<file path="config.mk">
export PLATFORM = sky130hd
export DESIGN_NAME = pnl_ctrl
export DESIGN_NICKNAME = d
export VERILOG_FILES = /design/src/rtl/pnl_pkg.sv /design/src/rtl/pnl_ctrl.sv
export SDC_FILE = /design/constraint.sdc
export NUM_CORES = 1
export LEC_CHECK = 0
export BUFFER_PORTS_ARGS = -buffer_cell sky130_fd_sc_hd__buf_2
export CORE_MARGIN = 2
export CORE_UTILIZATION = 50
export CTS_CLUSTER_DIAMETER = 60
export DETAILED_ROUTE_END_ITERATION = 8
export PLACE_DENSITY = 0.73
export SYNTH_ARGS = -nofsm -noshare
export SYNTH_HDL_FRONTEND = slang
export SYNTH_SLANG_ARGS = --single-unit
</file>
<file path="constraint.sdc">
create_clock -name clk -period 5.3 [get_ports clk]
set_input_delay 1.325 -clock clk [delete_from_list [all_inputs] [get_ports clk]]
set_output_delay 1.325 -clock clk [all_outputs]
set_load 0.05 [all_outputs]
</file>
<file path="src/rtl/pnl_pkg.sv">
// Shared types, constants and helpers of the periodic neighbour list builder.
`default_nettype none
package pnl_pkg;

  localparam int MAX_PARTICLES = 1024;
  localparam int IDX_W         = 10;
  localparam int CNT_W         = 11;
  localparam int COORD_W       = 24;
  localparam int BOX_W         = 23;
  localparam int CUT_W         = 48;
  localparam int CFG_IDX_W     = 3;
  localparam int CFG_DATA_W    = 48;
  localparam int NUM_IMAGES    = 27;
  localparam int IMG_W         = 5;
  localparam int NUM_AXES      = 3;

  localparam logic [IMG_W-1:0] IMG_NONE = 5'd31;
  localparam logic [IMG_W-1:0] IMG_LAST = 5'd26;

  localparam logic [1:0] SHIFT_NEG  = 2'd0;
  localparam logic [1:0] SHIFT_ZERO = 2'd1;
  localparam logic [1:0] SHIFT_POS  = 2'd2;

  typedef enum logic [CFG_IDX_W-1:0] {
    CFG_BOX_X  = 3'd0,
    CFG_BOX_Y  = 3'd1,
    CFG_BOX_Z  = 3'd2,
    CFG_CUTOFF = 3'd3,
    CFG_COUNT  = 3'd4
  } pnl_cfg_t;

  typedef enum logic [3:0] {
    ST_IDLE,
    ST_RD_I,
    ST_LAT_I,
    ST_SCAN1,
    ST_DRAIN1,
    ST_PREFIX,
    ST_SCAN2,
    ST_DRAIN2,
    ST_EMIT_RD,
    ST_EMIT_WR,
    ST_NONE
  } pnl_state_t;

  typedef struct packed {
    logic load_wr;
    logic start;
    logic rd_i;
    logic cap_ri;
    logic p1_issue;
    logic p2_issue;
    logic prefix_step;
    logic emit_rd;
    logic out_hit;
    logic out_none;
    logic first;
    logic last;
  } pnl_cmd_t;

  typedef struct packed {
    logic             pipe_empty;
    logic             out_free;
    logic [CNT_W-1:0] count;
  } pnl_stat_t;

  // Image code from per-axis shift codes (shift + 1): 9*cx + 3*cy + cz.
  function automatic logic [IMG_W-1:0] img_code(input logic [1:0] cx, input logic [1:0] cy,
                                                  input logic [1:0] cz);
    logic [IMG_W-1:0] r;
    r = IMG_W'(cx) * IMG_W'(9) + IMG_W'(cy) * IMG_W'(3) + IMG_W'(cz);
    return r;
  endfunction

endpackage
`default_nettype wire

</file>
<file path="src/rtl/pnl_ctrl.sv">
// Query sequencer of the periodic neighbour list builder.
`default_nettype none
module pnl_ctrl import pnl_pkg::*; #(
  parameter int RESULT_CAP = 64,
  localparam int HB_AW = (RESULT_CAP > 1) ? $clog2(RESULT_CAP) : 1,
  localparam int HC_W  = $clog2(RESULT_CAP + 1)
) (
  input  wire logic             clk,
  input  wire logic             rst_n,
  input  wire logic             in_valid,
  input  wire logic             in_operation,
  input  wire logic [IDX_W-1:0] in_particle_index,
  output logic                  in_ready,
  input  wire pnl_stat_t        stat,
  input  wire logic [HC_W-1:0]  hit_count,
  output pnl_cmd_t              cmd,
  output logic [IDX_W-1:0]      addr,
  output logic [IMG_W-1:0]      kk,
  output logic [HB_AW-1:0]      emit_addr
);

  pnl_state_t       state_r, state_nxt;
  logic [CNT_W-1:0] j_r, j_nxt;
  logic [CNT_W-1:0] n_r, n_nxt;
  logic [IDX_W-1:0] i_r, i_nxt;
  logic [IMG_W-1:0] kk_r, kk_nxt;
  logic [HC_W-1:0]  e_r, e_nxt;
  logic             any_r, any_nxt;
  logic [CNT_W-1:0] n_clamp;
  logic [CNT_W-1:0] i_plus;
  logic             accept;
  logic             is_last;

  assign n_clamp = (stat.count > CNT_W'(MAX_PARTICLES)) ? CNT_W'(MAX_PARTICLES) : stat.count;
  assign i_plus  = CNT_W'(in_particle_index) + CNT_W'(1);
  assign accept  = in_valid && (state_r == ST_IDLE);
  assign is_last = (HC_W'(e_r + HC_W'(1)) == hit_count);

  always_comb begin
    state_nxt = state_r;
    j_nxt     = j_r;
    n_nxt     = n_r;
    i_nxt     = i_r;
    kk_nxt    = kk_r;
    e_nxt     = e_r;
    any_nxt   = any_r;
    unique case (state_r)
      ST_IDLE: begin
        if (accept && in_operation) begin
          i_nxt     = in_particle_index;
          n_nxt     = n_clamp;
          j_nxt     = i_plus;
          any_nxt   = (i_plus < n_clamp);
          state_nxt = ST_RD_I;
        end
      end
      ST_RD_I:  state_nxt = ST_LAT_I;
      ST_LAT_I: begin
        kk_nxt    = '0;
        state_nxt = any_r ? ST_SCAN1 : ST_PREFIX;
      end
      ST_SCAN1: begin
        j_nxt = j_r + CNT_W'(1);
        if (j_r + CNT_W'(1) >= n_r) begin
          state_nxt = ST_DRAIN1;
        end
      end
      ST_DRAIN1: begin
        if (stat.pipe_empty) begin
          state_nxt = ST_PREFIX;
        end
      end
      ST_PREFIX: begin
        kk_nxt = kk_r + IMG_W'(1);
        if (kk_r == IMG_LAST) begin
          j_nxt     = CNT_W'(i_r) + CNT_W'(1);
          state_nxt = any_r ? ST_SCAN2 : ST_DRAIN2;
        end
      end
      ST_SCAN2: begin
        j_nxt = j_r + CNT_W'(1);
        if (j_r + CNT_W'(1) >= n_r) begin
          state_nxt = ST_DRAIN2;
        end
      end
      ST_DRAIN2: begin
        if (stat.pipe_empty) begin
          e_nxt     = '0;
          state_nxt = (hit_count == '0) ? ST_NONE : ST_EMIT_RD;
        end
      end
      ST_EMIT_RD: state_nxt = ST_EMIT_WR;
      ST_EMIT_WR: begin
        if (stat.out_free) begin
          e_nxt     = e_r + HC_W'(1);
          state_nxt = is_last ? ST_IDLE : ST_EMIT_RD;
        end
      end
      ST_NONE: begin
        if (stat.out_free) begin
          state_nxt = ST_IDLE;
        end
      end
      default: state_nxt = ST_IDLE;
    endcase
  end

  always_comb begin
    cmd       = '0;
    in_ready  = 1'b0;
    addr      = j_r[IDX_W-1:0];
    kk        = kk_r;
    emit_addr = e_r[HB_AW-1:0];
    unique case (state_r)
      ST_IDLE: begin
        in_ready    = 1'b1;
        cmd.load_wr = accept && !in_operation;
        cmd.start   = accept && in_operation;
      end
      ST_RD_I: begin
        cmd.rd_i = 1'b1;
        addr     = i_r;
      end
      ST_LAT_I:   cmd.cap_ri      = 1'b1;
      ST_SCAN1:   cmd.p1_issue    = 1'b1;
      ST_PREFIX:  cmd.prefix_step = 1'b1;
      ST_SCAN2:   cmd.p2_issue    = 1'b1;
      ST_EMIT_RD: cmd.emit_rd     = 1'b1;
      ST_EMIT_WR: begin
        cmd.out_hit = stat.out_free;
        cmd.first   = (e_r == '0);
        cmd.last    = is_last;
      end
      ST_NONE: cmd.out_none = stat.out_free;
      default: cmd = '0;
    endcase
  end

  always_ff @(posedge clk) begin
    if (!rst_n) begin
      state_r <= ST_IDLE;
      j_r     <= '0;
      n_r     <= '0;
      i_r     <= '0;
      kk_r    <= '0;
      e_r     <= '0;
      any_r   <= 1'b0;
    end else begin
      state_r <= state_nxt;
      j_r     <= j_nxt;
      n_r     <= n_nxt;
      i_r     <= i_nxt;
      kk_r    <= kk_nxt;
      e_r     <= e_nxt;
      any_r   <= any_nxt;
    end
  end

endmodule
`default_nettype wire

</file>
==> impl_metrics.csv, run 1 <==
group,metric,value,unit
power,netSwitchingFraction,48.7,%
drt,viasPerCell,5.81,
logic_synthesis,synth_edf_count,0,
setup_path,crit_arrival,2.48,ns
drt,dr.pass1.iters,5,
floorplanning,core-area,0.00725,mm²
sta,slew_headroom,44.8,%
setup_path,cp_max_fo,4,
placed_design,dp_slack,1.49,ns
drt,met3_length,513,µm
layout,fin_cells,630,
floorplanning,num_io_pins,68,
drt,routed.top_layer,"met4",
drt,met1_length,4550,µm
floorplanning,num_rows,31,
logic_synthesis,ys_warn_count,0,
placed_design,io_buffers,67,
drt,wirelength,9820,µm
sta,setup_tns,0,ns
power,pwr-share-comb,52.4,%
layout,diodes,0,
logic_synthesis,syn_nets,539,
layout,nets,592,
logic_synthesis,synth_ff_type,"dfxtp_1",
setup_path,startpoint_type,"input pin",
global_route,grt_max_degree,28,
drt,ant_nets,0,
logic_synthesis,synth_top_family_by_area,"simple AND/OR/NAND/NOR gates",
logic_synthesis,synth_xor_area_share,8.22,%
clock_tree,cts_setup_buffers,0,
layout,final_cell_mix,"67 x buf_2, 60 x nand2_1, 49 x dfxtp_1",
setup_path,crit_required,3.97,ns
sta,drv_slew,0,
clock_tree,clk_latency,0.31,ns
power,power_switching,847,µW
floorplanning,start_util,51.4,%
logic_synthesis,syn-cell-area,0.00373,mm²
clock_tree,cts_root_buffer,"clkbuf_8",
power,vdd_drop_max,0.000256,V
power,clockPowerShare,16.6,%
logic_synthesis,synth_cells,477,
sta,fmax,0.263,GHz
logic_synthesis,synth_seq_cells,49,
floorplanning,dieArea,0.00816,mm²
run,maxCapViolations,0,
clock_tree,ctsResizeCount,0,
status,outcome,"completed",
sta,hold_violations,0,
power,power_density,415,mW/mm²
setup_path,r2r_slack,2.27,ns
power,seqPwrFrac,31.0,%
clock_tree,cts_buffer_depth,2,
clock_tree,cts_tree,"done",
logic_synthesis,yosys.cell_types.count,59,
logic_synthesis,yosys-top-cells-area,"dfxtp_1 26%, ha_1 9.4%, nand2_1 6.0%",
min_path,hold_class,"register to register",
global_route,antenna_found_initial,0,
layout,final_common_cell,"buf_2",
clock_tree,cts_made_buffers,5,
logic_synthesis,ys_seq_area_share,26.3,%
drt,drcViolationCount,0,
logic_synthesis,synth.top_cell.area_share,26.3,%
layout,fin_util,57.9,%
setup_path,end_kind,"output pin",
drt,wl_per_cell,15.6,µm
logic_synthesis,synthSimpleGateAreaFrac,25.0,%
sta,grt_setup_unrepaired,"no",
logic_synthesis,synth_top_area_cell,"dfxtp_1",
placed_design,dp_hpwl,7510,µm
drt,dr.first_iter.drc_count,304,
clock_tree,cts_hold_buf,0,
placed_design,gp_congestion,0.840,
layout,final.fill_count,704,
drt,vias,3659,
logic_synthesis,syn_area_per_cell,7.82,µm²
drt,route.met2.wl,4590,µm
sta,min_period_over_period,71.8,%
global_route,grt_pass1_wl,16100,µm
logic_synthesis,synthArstFlopShare,0,%
sta,setup_viol,0,
floorplanning,die_h,90.4,µm
floorplanning,fp.dieW,90.4,µm
global_route,grt_use_total,23.8,%
global_route,grt_pass1_vias,3317,
power,p_int,894,µW
sta,finClkSkew,0.0114,ns
logic_synthesis,synth_compound_area_share,19.2,%
sta,worst_slew_pin_slew,0.826,ns
sta,setup_slack,1.49,ns
layout,area_growth,12.6,%
logic_synthesis,synth.area.mux_share,6.01,%
sta,fin_crit,3.81,ns
clock_tree,cts.clk_slew.worst_paths,0.09,ns
clock_tree,cts_max_level,2,
clock_tree,numClockSinks,49,
power,p_leak,1.70,nW
sta,whs,0.474,ns
placed_design,dp_cells,622,
layout,final_layout_size_suffix_gt1_share,16.2,%
global_route,overflow,0,
logic_synthesis,synthAdderAreaFrac,9.40,%
setup_path,criticalPathCategory,"input pin to output pin",
-- cells in the mapped netlist, types with 10 or more instances --
master     n
mux2_1    18
nor2_1    39
ha_1      28
a21oi_1   44
xor2_1    10
nand2_1   60
o21ai_1   15
nand4_1   10
nand3_1   20
nor3_1    13
dfxtp_1   49
inv_1     18
o21ai_0   14
xnor2_1   25
clkbuf_1  11
-- per-stage QoR --
stage	area (µm²)	power, mW
global route	4200	1.85
CTS	4200	1.73
detailed placement	4080	1.45
finish	4200	1.74
global placement	4080	1.43
floorplan	3730	1.23
-- final cells by class --
cell class                      count  area (µm²)  share of cell area, %
Multi-Input combinational cell    382        2530                   60.3
Sequential cell                    49         981                   23.4
Timing Repair Buffer               70         358                   8.52
Tap cell                           99         124                   2.95
Inverter                           22        85.1                   2.03
Clock buffer                        6        82.6                   1.97
Clock inverter                      2        37.5                  0.894
-- logic make-up after synthesis --
logic type | Yosys count
simple gates | 184
compound gates | 115
flops | 49
buf+inv | 46
xor+xnor | 35
fa+ha+maj | 28
mux | 20
-- layer usage --
layer	up-vias	GRT usage, %
met2	104	40.0
met4	0	7.31
met3	18	3.34
met5	-	0
li1	1821	-
met1	1716	31.6
-- worst max-delay path: stages --
cell and delay (ns):
buf_2 0.12, nand2b_1 0.15, o21ai_0 0.15, a211oi_1 0.11, nor4b_1 0.31, buf_2 0.31
-- power by group through the flow --
stage | logic (mW) | clock network, mW | registers (mW)
after floorplan | 0.735 | 0 | 0.498
after global placement | 0.888 | 0 | 0.541
after detailed placement | 0.902 | 0 | 0.545
after CTS | 0.908 | 0.291 | 0.536
after global routing | 0.989 | 0.306 | 0.551
final | 0.913 | 0.289 | 0.540
-- sequential cells by signal, indices dropped and copies added, names as in the netlist --
name and cells:
state_r 4, n_r 11, e_r 7, kk 5
any_r 1, i_r 10, j_r 11
-- worst paths after layout --
kind                                    from  depth (start not counted)          to
worst min-delay path                 n_r[10]                          2     n_r[10]
worst max-delay path            hit_count[2]                          6      cmd[0]
worst min register to register       n_r[10]                          2     n_r[10]
worst max register to register        j_r[0]                         10  state_r[1]
No activity file was read; power rests on OpenSTA's default activity.
==> run 2: changes to the inputs <==
==> constraint.sdc (replaced) <==
create_clock -name clk -period 4 [get_ports clk]
set_input_delay 1 -clock clk [delete_from_list [all_inputs] [get_ports clk]]
set_output_delay 1 -clock clk [all_outputs]
set_load 0.05 [all_outputs]
==> run 2 against run 1 <==
Setup slack got worse by 0.93 ns; non-clock buffer count rose by 3; final cell count rose by 0.48%; critical path type is now register to output pin.
==> impl_metrics.csv, run 2 (synthesized netlist as in run 1, its figures left out) <==
group,metric,value,unit
status,outcome,"completed",
setup_path,crit_required,3.00,ns
drt,dr.first_iter.drc_count,257,
placed_design,gp_congestion,0.849,
global_route,grt_max_degree,24,
setup_path,end_kind,"output pin",
sta,min_period_over_period,85.8,%
layout,nets,595,
setup_path,crit_arrival,2.43,ns
run,maxCapViolations,0,
global_route,grt_pass1_vias,3525,
global_route,overflow,0,
sta,hold_violations,0,
setup_path,crit_chain,"nor4_4, nand3_1, buf_4, inv_2, buf_2",
layout,top_regs,"j_r: 11 flops, n_r: 11 flops, i_r: 10 flops",
layout,multi_input_area,0.00254,mm²
placed_design,dpl_cell_area,0.00411,mm²
setup_path,cp_max_fo,22,
drt,wirelength,10000,µm
min_path,hold_class,"register to register",
sta,worst_slew_pin_slew,0.749,ns
sta,setup_tns,0,ns
global_route,grt_use_met2,42.0,%
setup_path,r2r_slack,1.10,ns
clock_tree,cts_made_buffers,5,
floorplanning,dieArea,0.00816,mm²
layout,diodes,0,
power,vdd_drop_max,0.000327,V
floorplanning,num_rows,31,
clock_tree,cts_buffer_depth,2,
drt,vias,3670,
setup_path,cp_slowest_stage_delay,0.54,ns
drt,ant_nets,0,
drt,viasPerCell,5.80,
placed_design,io_buffers,67,
clock_tree,clk_latency,0.32,ns
layout,final_area,0.00420,mm²
floorplanning,fp.dieW,90.4,µm
floorplanning,start_util,51.4,%
layout,final_layout_size_suffix_gt1_share,16.9,%
drt,drcViolationCount,0,
min_path,whs_endpoint,"n_r[10]",
power,p_leak,1.71,nW
drt,wl_per_cell,15.9,µm
layout,final_common_cell,"buf_2",
setup_path,setup.worst_path.start,"state_r[2]",
clock_tree,cts_root_buffer,"clkbuf_8",
global_route,antenna_found_initial,0,
layout,final-seq-area,981,µm²
setup_path,cpMaxStageDelayCell,"nor4_4",
setup_path,ff2ff_path_depth,11,
layout,final_cell_mix,"67 x buf_2, 60 x nand2_1, 49 x dfxtp_1",
layout,final.fill_count,689,
global_route,grt.busiest_layer,"met2",
global_route,grtUsageMet3,3.09,%
floorplanning,die_h,90.4,µm
power,power_density,540,mW/mm²
floorplanning,core-area,0.00725,mm²
clock_tree,cts_setup_buffers,0,
clock_tree,ctsResizeCount,0,
placed_design,dp_hpwl,7750,µm
floorplanning,num_io_pins,68,
setup_path,r2r-end,"state_r[2]",
clock_tree,cts_tree,"done",
global_route,use_met1,34.0,%
global_route,grt_use_total,25.0,%
clock_tree,cts.clk_slew.worst_paths,0.10,ns
clock_tree,cts_hold_buf,0,
layout,area_growth,12.6,%
sta,slew_headroom,50.0,%
clock_tree,numClockSinks,49,
sta,finClkSkew,0.0100,ns
sta,drv_slew,0,
min_path,hp-start,"n_r[10]",
setup_path,criticalPathCategory,"register to output pin",
global_route,grt_pass1_wl,16900,µm
clock_tree,cts_max_level,2,
sta,grt_setup_unrepaired,"no",
setup_path,r2r_start,"j_r[0]",
sta,setup_viol,0,
sta,fin_crit,3.43,ns
min_path,holdPathStages,2,
setup_path,startpoint_type,"register",
drt,dr.pass1.iters,6,
sta,fmax,0.291,GHz
## run 2: critical path: cells and delay by family, from the launching register on
kind | cells | cell delay [ns]
DFF | 1 | 0.51
and+or+nand+nor | 2 | 0.69
buffers and inverters | 3 | 0.90
## run 2: layout make-up
cell class / instances / share of cell area, %
Clock buffer: 5 / 1.64
Clock inverter: 3 / 0.507
Inverter: 22 / 2.03
Multi-Input combinational cell: 382 / 60.4
Sequential cell: 49 / 23.4
Tap cell: 99 / 2.95
Timing Repair Buffer: 73 / 9.06
## run 2: where the power goes
| part | total, mW | switching (mW) | internal, mW |
|---|---|---|---|
| logic | 1.26 | 0.829 | 0.426 |
| registers | 0.700 | 0.135 | 0.565 |
| clock network | 0.312 | 0.188 | 0.125 |
| total | 2.27 | 1.15 | 1.12 |
## run 2: per-layer routing
layer  up-vias  wire length, µm
met5         -                0
met4         0              110
met3        11              432
met2       106             4810
met1      1721             4690
li1       1832                -
## run 2: worst max path at each step
stage / endpoint / slack (ns) / depth (start not counted)
2_1_floorplan: cmd[0] / 0.64 / 4
6_report: cmd[10] / 0.57 / 5
3_5_place_dp: cmd[0] / 0.86 / 6
4_1_cts: cmd[10] / 0.58 / 5
5_1_grt: cmd[10] / 0.42 / 5
3_3_place_gp: cmd[0] / 0.94 / 6
## run 2: through the flow
| stage | power, mW | worst slack [ns] | hold slack (ns) | util [%] | std cells |
|---|---|---|---|---|---|
| 2_1_floorplan | 1.63 | 0.636 | 0.436 | - | 477 |
| 3_3_place_gp | 1.91 | 0.945 | 0.444 | 56.6 | 625 |
| 3_5_place_dp | 1.95 | 0.865 | 0.462 | 56.6 | 625 |
| 4_1_cts | 2.26 | 0.585 | 0.476 | 57.9 | 633 |
| 5_1_grt | 2.41 | 0.421 | 0.490 | 57.9 | 633 |
| 6_report | 2.27 | 0.567 | 0.475 | 57.9 | 633 |
==> run 3: changes to the inputs <==
--- a/config.mk
+++ b/config.mk
@@ -6,7 +6,7 @@
 export NUM_CORES = 1
 export LEC_CHECK = 0
 export BUFFER_PORTS_ARGS = -buffer_cell sky130_fd_sc_hd__buf_2
-export CORE_MARGIN = 2
+export CORE_MARGIN = 5
 export CORE_UTILIZATION = 50
 export CTS_CLUSTER_DIAMETER = 60
 export DETAILED_ROUTE_END_ITERATION = 8
==> constraint.sdc (replaced) <==
create_clock -name clk -period 4.4 [get_ports clk]
set_input_delay 1.1 -clock clk [delete_from_list [all_inputs] [get_ports clk]]
set_output_delay 1.1 -clock clk [all_outputs]
set_load 0.05 [all_outputs]
==> run 3 against run 2 <==
Core utilization unchanged; setup slack improved by 0.35 ns; sequential power fell by 7.0%; via count unchanged; wire length down 0.58%; clock power up 6.4%; sequential share of layout area unchanged; flip-flop and latch count stayed put; first-iteration DRC count is 14% lower; global-route usage shrank 3.0 points; power decreased by 8.0%.
==> impl_metrics.csv, run 3 (synthesized netlist as in run 1, its figures left out) <==
group,metric,value,unit
drt,vias,3670,
floorplanning,start_util,51.4,%
setup_path,r2r-end,"state_r[1]",
sta,drv_slew,0,
setup_path,ff2ff_path_depth,10,
layout,nets,593,
layout,final_layout_size_suffix_gt1_share,16.2,%
setup_path,criticalPathCategory,"register to output pin",
sta,setup_viol,0,
clock_tree,cts_tree,"done",
power,vdd_drop_max,0.000275,V
setup_path,r2r_start,"j_r[0]",
placed_design,dp_hpwl,7760,µm
power,total_power,2.09,mW
sta,fin_crit,3.48,ns
sta,fmax,0.287,GHz
min_path,hold_class,"register to register",
sta,hold_violations,0,
layout,area_growth,12.6,%
min_path,holdPathStages,2,
floorplanning,fp.dieW,96.4,µm
drt,ant_nets,0,
setup_path,end_kind,"output pin",
sta,finClkSkew,0.00444,ns
drt,wirelength,9980,µm
placed_design,io_buffers,67,
sta,setup_tns,0,ns
drt,wl_per_cell,15.8,µm
floorplanning,core-area,0.00725,mm²
floorplanning,num_rows,31,
clock_tree,cts.clk_slew.worst_paths,0.09,ns
layout,final_common_cell,"buf_2",
setup_path,crit_arrival,2.38,ns
setup_path,cp_max_fo,22,
clock_tree,cts_hold_buf,0,
floorplanning,die_h,96.4,µm
drt,viasPerCell,5.82,
min_path,hp-start,"n_r[10]",
global_route,grt_use_total,22.0,%
global_route,grt_pass1_wl,16100,µm
setup_path,startpoint_type,"register",
global_route,grt_max_degree,26,
drt,drcViolationCount,0,
sta,whs,0.462,ns
drt,dr.first_iter.drc_count,221,
sta,grt_setup_unrepaired,"no",
clock_tree,cts_buffer_depth,2,
clock_tree,ctsResizeCount,0,
layout,final_cell_mix,"67 x buf_2, 60 x nand2_1, 49 x dfxtp_1",
floorplanning,num_io_pins,68,
clock_tree,cts_setup_buffers,0,
min_path,whs_endpoint,"n_r[10]",
floorplanning,dieArea,0.00928,mm²
sta,min_period_over_period,79.1,%
placed_design,gp_congestion,0.898,
clock_tree,cts_made_buffers,5,
sta,worst_slew_pin_slew,0.866,ns
layout,fin_cells,631,
global_route,antenna_found_initial,0,
clock_tree,cts_max_level,2,
drt,dr.pass1.iters,5,
status,outcome,"completed",
layout,diodes,0,
global_route,grt_pass1_vias,3404,
clock_tree,clk_latency,0.31,ns
layout,top_regs,"j_r: 11 flops, n_r: 11 flops, i_r: 10 flops",
run,maxCapViolations,0,
power,p_leak,1.71,nW
setup_path,r2r_slack,1.41,ns
clock_tree,numClockSinks,49,
global_route,overflow,0,
clock_tree,cts_root_buffer,"clkbuf_8",
sta,slew_headroom,42.2,%
placed_design,dp_cells,623,
power,power_density,497,mW/mm²
setup_path,crit_required,3.30,ns
## run 3: worst max path at each step
stage / cells past startpoint / slack [ns] / start / end
6_report: 5 / 0.92 / state_r[2] / cmd[10]
3_3_place_gp: 6 / 1.11 / hit_count[6] / cmd[0]
5_1_grt: 5 / 0.74 / state_r[2] / cmd[10]
3_5_place_dp: 6 / 0.99 / hit_count[2] / cmd[0]
4_1_cts: 5 / 0.93 / state_r[2] / cmd[10]
2_1_floorplan: 4 / 0.15 / hit_count[2] / cmd[0]
## run 3: metrics by stage
stage	util [%]	instance area [µm²]	setup slack, ns
floorplan	-	3730	0.151
global placement	56.3	4090	1.11
detailed placement	56.3	4090	0.987
CTS	57.9	4200	0.931
global route	57.9	4200	0.739
finish	57.9	4200	0.918
## run 3: routing by layer
| metal | part of all wire (%) | GRT usage [%] | wire [µm] | vias up |
|---|---|---|---|---|
| met1 | 46 | 29.0 | 4620 | 1720 |
| met5 | 0 | 0 | 0 | - |
| met4 | 1.7 | 5.96 | 170 | 0 |
| met2 | 47 | 37.1 | 4700 | 105 |
| li1 | - | - | - | 1828 |
| met3 | 4.9 | 3.36 | 494 | 17 |
## run 3: power breakdown
group          switching [mW]  internal (mW)
registers               0.137          0.514
clock network           0.161          0.171
logic                   0.726          0.378
## run 3: worst max-delay path, stage by stage, from the launching register on
cell,delay [ns]
dfxtp_1,0.50
nor4_4,0.54
nand3_1,0.13
buf_4,0.22
inv_2,0.32
buf_2,0.34
## run 3: cell type report
class,instances,area [µm²]
Fill cell,686,3060
Multi-Input combinational cell,382,2530
Sequential cell,49,981
Timing Repair Buffer,71,365
Tap cell,99,124
Inverter,22,85.1
Clock buffer,6,72.6
Clock inverter,2,38.8
